### src/rtl/core/kct_pkg.sv
package kct_pkg;

	// default table depth
	localparam int SLOTS_DEF = 128;

	// field widths fixed by the command and result formats
	localparam int KEY_W   = 32;
	localparam int COUNT_W = 32;
	localparam int SLOT_W  = 7;

	typedef enum logic [1:0] {
		CMD_INSERT = 2'd0,
		CMD_SEARCH = 2'd1,
		CMD_UPDATE = 2'd2,
		CMD_NONE   = 2'd3
	} cmd_e;

	typedef enum logic [1:0] {
		ST_OK   = 2'd0,
		ST_FULL = 2'd1,
		ST_DUP  = 2'd2,
		ST_MISS = 2'd3
	} status_e;

	typedef enum logic [1:0] {
		S_IDLE,
		S_RUN,
		S_HOLD
	} state_e;

	// one command transfer
	typedef struct packed {
		logic        [1:0]         command;
		logic signed [KEY_W-1:0]   part_key;
		logic signed [COUNT_W-1:0] amount;
	} in_t;

	// one result transfer
	typedef struct packed {
		logic        [1:0]         status;
		logic        [SLOT_W-1:0]  slot;
		logic signed [COUNT_W-1:0] count_out;
	} out_t;

	// probe token walking down the cell row
	typedef struct packed {
		logic                      live;
		logic                      hit;
		logic        [SLOT_W-1:0]  slot;
		logic signed [COUNT_W-1:0] count;
	} tok_t;

	// command held steady for the whole walk
	typedef struct packed {
		logic        [1:0]         cmd;
		logic signed [KEY_W-1:0]   key;
		logic signed [COUNT_W-1:0] amount;
	} ctl_t;

endpackage

### src/rtl/core/kct_cell.sv
module kct_cell #(
	parameter int IDX    = 0,
	parameter int CNT_W  = 8
) (
	input  logic               clk,
	input  logic               arst_n,
	input  kct_pkg::ctl_t      ctl,
	input  logic [CNT_W-1:0]   used,
	input  kct_pkg::tok_t      tok_in,
	output kct_pkg::tok_t      tok_out
);

	localparam logic [CNT_W-1:0] IDX_C = CNT_W'(IDX);

	logic signed [kct_pkg::KEY_W-1:0]   key_q;
	logic signed [kct_pkg::COUNT_W-1:0] count_q;
	logic                               live_s1;
	logic                               hit_s1;
	logic        [kct_pkg::SLOT_W-1:0]  slot_s1;
	logic signed [kct_pkg::COUNT_W-1:0] count_s1;

	logic                               in_use;
	logic                               match;
	logic                               upd;
	logic                               ins;
	logic signed [kct_pkg::COUNT_W-1:0] sum;

	// compare and write decisions for this entry
	always_comb begin
		in_use = (IDX_C < used);
		match  = tok_in.live && !tok_in.hit && in_use && (key_q == ctl.key);
		upd    = match && (ctl.cmd == kct_pkg::CMD_UPDATE);
		// first free entry, reached with no earlier match: take the new key
		ins    = tok_in.live && !tok_in.hit && (ctl.cmd == kct_pkg::CMD_INSERT) &&
		         (IDX_C == used);
		sum    = count_q + ctl.amount;
	end

	// entry storage
	always_ff @(posedge clk) begin
		if (ins) begin
			key_q   <= ctl.key;
			count_q <= ctl.amount;
		end else if (upd) begin
			count_q <= sum;
		end
	end

	// token hand-off to the next cell
	always_ff @(posedge clk or negedge arst_n) begin
		if (!arst_n) begin
			live_s1 <= 1'b0;
		end else begin
			live_s1 <= tok_in.live;
		end
	end

	always_ff @(posedge clk) begin
		hit_s1 <= tok_in.hit | match;
		if (match) begin
			slot_s1  <= kct_pkg::SLOT_W'(IDX);
			count_s1 <= upd ? sum : count_q;
		end else begin
			slot_s1  <= tok_in.slot;
			count_s1 <= tok_in.count;
		end
	end

	assign tok_out = '{live: live_s1, hit: hit_s1, slot: slot_s1, count: count_s1};

endmodule

### config.mk
export PLATFORM = sky130hd
export DESIGN_NAME = kct_cell
export DESIGN_NICKNAME = d
export VERILOG_FILES = /design/src/rtl/core/kct_pkg.sv /design/src/rtl/core/kct_cell.sv
export SDC_FILE = /design/constraint.sdc
export NUM_CORES = 1
export LEC_CHECK = 0
export BUFFER_PORTS_ARGS = -buffer_cell sky130_fd_sc_hd__buf_2
export CAP_MARGIN = 0
export CORE_UTILIZATION = 51
export CTS_CLUSTER_SIZE = 40
export DETAILED_ROUTE_END_ITERATION = 6
export GPL_TIMING_DRIVEN = 0
export HOLD_SLACK_MARGIN = 0.1
export PLACE_DENSITY = 0.77
export SYNTH_ARGS = -nofsm -noshare
export SYNTH_HDL_FRONTEND = slang
export SYNTH_SLANG_ARGS = --single-unit
### constraint.sdc
create_clock -name clk -period 3.6 [get_ports clk]
set_input_delay 0.72 -clock clk [delete_from_list [all_inputs] [get_ports clk]]
set_output_delay 0.72 -clock clk [all_outputs]
set_load 0.005 [all_outputs]
# After elaboration in Yosys (flattened, before gate mapping)
# Cells that the tools add are included.
[totals] latch_bits=0 mem_count=0 ff_bits=105 mem_bits_rw=0 rom_bits=0 out_inout_bits=41 input_bits=117 elab_cells=23
[classes] shifts=0 n_bitwise=1 reduce_logical=9 mux=3 n_div=0 order_cmp=1 add_sub_neg=1 mul=0 eq_ne=2
[op_table] operator="2-to-1 mux 32 bit" count=3
[op_table] operator="adder 32 bit" count=1
[op_table] operator="equality test 32 bit" count=1
[op_table] operator="zero test 8 bit" count=1
[op_table] operator="less-than comparator 1 x 8 -> 1 bit, first input constant" count=1
[op_table] operator="logical AND 1 bit" count=6
[op_table] operator="equality test 2 bit, second input constant" count=1
[op_table] operator="zero test 2 bit" count=1
[op_table] operator="zero test 1 bit" count=1
[op_table] operator="OR 1 bit" count=1

# Longest topological paths before layout
[logic_depth] ltp_word=7 depth_mapped=12 mapped_depth_nobuf=12

# Worst setup path after synthesis
# Ideal clock, no wire load.
[synth_path] path_kind="input-to-reg" from="input port ctl[0] in the netlist's numbering" to="register count_s1[28] in the netlist's numbering" t_required_ps=3468 path_buffers=0 arrival_ps=3133 slack_ps=335 stages=12 setup_time_ps=132 path_cell_list="ha_1 > fa_1 > a21oi_1 > o221ai_1 > o2bb2ai_1 > o21ai_0 > a221o_1 > a211oi_1 > xor2_1 > nor2_1 > a21oi_1 > a21oi_1"
[synth_between] elab_chain_cells=3
[synth_rtl] item="start: declaration" line="kct_cell.sv:7" rtl="input kct_pkg::ctl_t ctl,"
[synth_rtl] item="adder 32 bit" line="kct_cell.sv:36" rtl="sum = count_q + ctl.amount;"
[synth_rtl] item="2-to-1 mux 32 bit"
[synth_rtl] item="2-to-1 mux 32 bit" line="kct_cell.sv:60" rtl="if (match) begin"
[synth_rtl] item="end signal: assignment" line="kct_cell.sv:62" rtl="count_s1 <= upd ? sum : count_q;"
[synth_rtl] item="end signal: assignment" line="kct_cell.sv:65" rtl="count_s1 <= tok_in.count;"
[synth_rtl] item="end: declaration" line="kct_cell.sv:20" rtl="logic signed [kct_pkg::COUNT_W-1:0] count_s1;"
# Every way passes these cells.
# A chain may end at the register's enable or synchronous reset.

# Worst setup path after layout
[layout_path] from="input port ctl[0] in the netlist's numbering" to="register count_s1[30] in the netlist's numbering"
# The elaborated chain is that of the path after synthesis.

==> out/qor.txt <==
Status - finished, final reports clean
RSZ-0062 raised after global routing - false
Leak Pwr - 0.00301 uW
FF-to-FF Start - key_q[1]
Synth Area in XOR/XNOR - 0.0910
Initial DRC count - 250
Seq cells post-synth - 105
Maximum vdd drop - 0.000207 V
Worst r2r path cells - 11
Pre-CTS setup slack - -0.333 ns
Core ar. - 10500 um^2
Simple-Gate Fraction of Synth Area - 0.160
Syn avg cell area - 9.43 um^2
F_max - 0.291 GHz
Multiplexer share of the synthesized area - 0.0531
Min cycle time layout - 3.44 ns
Hold path depth - 1
Adder-cell area share of the yosys netlist - 0.0730
Htree depth - 3
CTS Buffer Depth - 2
Crit-path max cell delay - 0.42 ns
Post-synth EDFFs - 32
Hpwl dp - 11200 um
Fin nets - 912
Starting Density - 0.534
First-pass GRT wire length - 23700 um
Max-slew violation count - 0
# fillers - 926
Worst Slack Setup Final - 0.160 ns
Pin slew with the least headroom to its limit - 0.833 ns
DP Area - 6540 um^2
Compound-Gate Fraction of Synth Area - 0.168
Post-synthesis cell count - 592
CTS tree - done
Clock Skews - 0.0135 ns
Reg2reg end - count_q[9]
Via-to-Cell Ratio - 5.55
CP Cell Sequence - buf_2 > ha_1 > fa_1 > a21oi_1 > o221ai_1 > o2bb2ai_2 > o31ai_1 > a41oi_1 > nand2_1 > a311o_1 > xor2_1 > mux2i_1 > a21oi_1
Setup violators final - 0
Critical path's slowest cell - fa_1
CP most frequent cell - a21oi_1
Port Buf Inserts - 157
Synthesized area - 5580 um^2
Vias in the first global route - 5109
Kind of cell adding the most delay to the critical path - compound AO/OA/AOI/OAI gates
Largest net degree at the start of global routing - 38
Ant. Diodes - 0
Antenna viol nets, final - 0
Ys flop type - dfxtp_1
WL final - 14600 um
Levels on crit path - 13
Layout cells sized above 1 - 0.270
Commonest non-fill, non-tap cell in the layout - buf_2
Pwr Density - 331 nW/um^2
Die ar. - 11400 um^2
Crit Path Category - in -> reg
Critical Path Start Type - primary input
Worst Path Arrival - 3.68 ns
Initial antenna violation count - 0
Clock transition at path regs - 0.10 ns
Vias after detailed routing - 5016
Critical Path Sink - count_s1[30]
Layout Utilization - 0.648
GRT Util Overall - 0.265
Worst EP required - 3.84 ns
Area Overhead vs Synth - 21.4%
Worst rel slew slack - 0.442
Crit path buffers/inverters - 1
Hold WS - 0.464 ns
Row Count - 37
Max_cap viols - 0
Sink count of the clock tree - 105
DRT Pass-1 Iters - 5
Most frequent cells in the layout - buf_2 (157), a21oi_1 (84), dfxtp_1 (72)
Critical path fanouts, max - 3
Die H - 107 um
Clk Latency, worst-skew pair - 0.38 ns
Grt total ovfl - 0
GPL Wtd Cong - 0.895
IO Pins - 158
Count of different cell masters after synthesis - 55
Sequential-to-total area share from yosys stat - 0.435
Period utilisation layout - 0.956
Synth warn - 0
Worst hold path class - in -> reg
Setup_tns - 0 ns
Syn Nets - 741
Design Area, Final - 6780 um^2
R2r setup slk - 0.29 ns
Avg WL per Cell - 16.1 um
Final Hold Vio Count - 0
Largest family of logic cells by synthesized area - compound AO/OA/AOI/OAI gates
Endpoint class of the critical path - flop
Synth async-reset ratio - 0.00952
Clk root buf - clkbuf_8
Cts bufs inserted - 9
DRC violations left - 0
CP startpoint - ctl[0]
Die Wd - 107 um
-- flip-flops by register name (all words and copies together) (netlist names) --
register  cells
live_s1       1
count_s1     32
slot_s1       7
hit_s1        1
key_q        32
count_q      32
-- power by group --
part / switching, uW / internal, uW
Clock: 411 / 323
Combinational: 131 / 128
Sequential: 8.12 / 1240
-- cells by family (layout without fill, tap and decap cells) --
kind of cell	Yosys count	in the layout
flops	105	105
xor+xnor	58	58
buf+inv	28	204
compound gates	156	156
fa+ha+maj	32	32
mux	27	27
simple gates	186	186
-- layout make-up --
type,instances,area [um^2],share of cell area
multi-input combinational,459,3050,0.450
sequential,105,2430,0.358
timing repair buffer,160,831,0.123
tap,136,170,0.0251
clock buffer,11,131,0.0194
buffer,24,97.6,0.0144
clock inverter,5,56.3,0.00831
inverter,4,15.0,0.00221
-- worst min path at each step --
stage                    start  endpoint  slack, ns
floorplan               arst_n   live_s1       0.42
global placement        arst_n   live_s1       0.49
detailed placement      arst_n   live_s1       0.50
CTS                 tok_in[40]   live_s1       0.46
global route        tok_in[40]   live_s1       0.45
finish              tok_in[40]   live_s1       0.46
-- synth_stat cells, drive strengths merged, types with 10 or more instances --
cell    instances  share of area
mux2           21          0.042
edfxtp         32           0.17
xor2           41          0.064
o21ai          28          0.025
nor2           65          0.044
a21o           10          0.013
nor2b          14          0.016
dfxtp          72           0.26
ha             31          0.069
a21oi          84          0.075
xnor2          17          0.027
clkbuf         22          0.015
nand2          44          0.030
nand3          13          0.013
nor4           15          0.018
-- routing by layer --
metal  up-vias  global-route usage  share of wire
li1       2482                   -              -
met1      2342               0.316           0.43
met2       168               0.472           0.50
met3        24              0.0377          0.051
met4         0               0.115          0.023
met5         -                   0              0
-- stage by stage --
step,power (uW),std cells
after global routing,2330,904
after global placement,1530,885
after detailed placement,1540,885
final,2250,904
after floorplan,1410,592
after CTS,2250,902
-- worst register-to-register path, cell delays in order, from the launching register on --
cell and delay (ns):
edfxtp_1 0.41, xnor2_1 0.22, nand2_1 0.08, nor3_1 0.19, nand4b_1 0.16, nor3_2 0.70, nand2_1 0.20, clkbuf_1 0.32
clkbuf_1 0.40, nor3_1 0.30, a21oi_1 0.10, a21oi_1 0.17
-- timing repair --
| item | 4_1_cts | 5_1_grt |
|---|---|---|
| endpoints found under the hold margin | 1 | 0 |
| resized for setup | 0 | 1 |
| hold buffers | 1 | 0 |
| endpoints found under the setup margin | 0 | 8 |
| setup buffers | 0 | 1 |
Power figures use the tool's default switching activity.
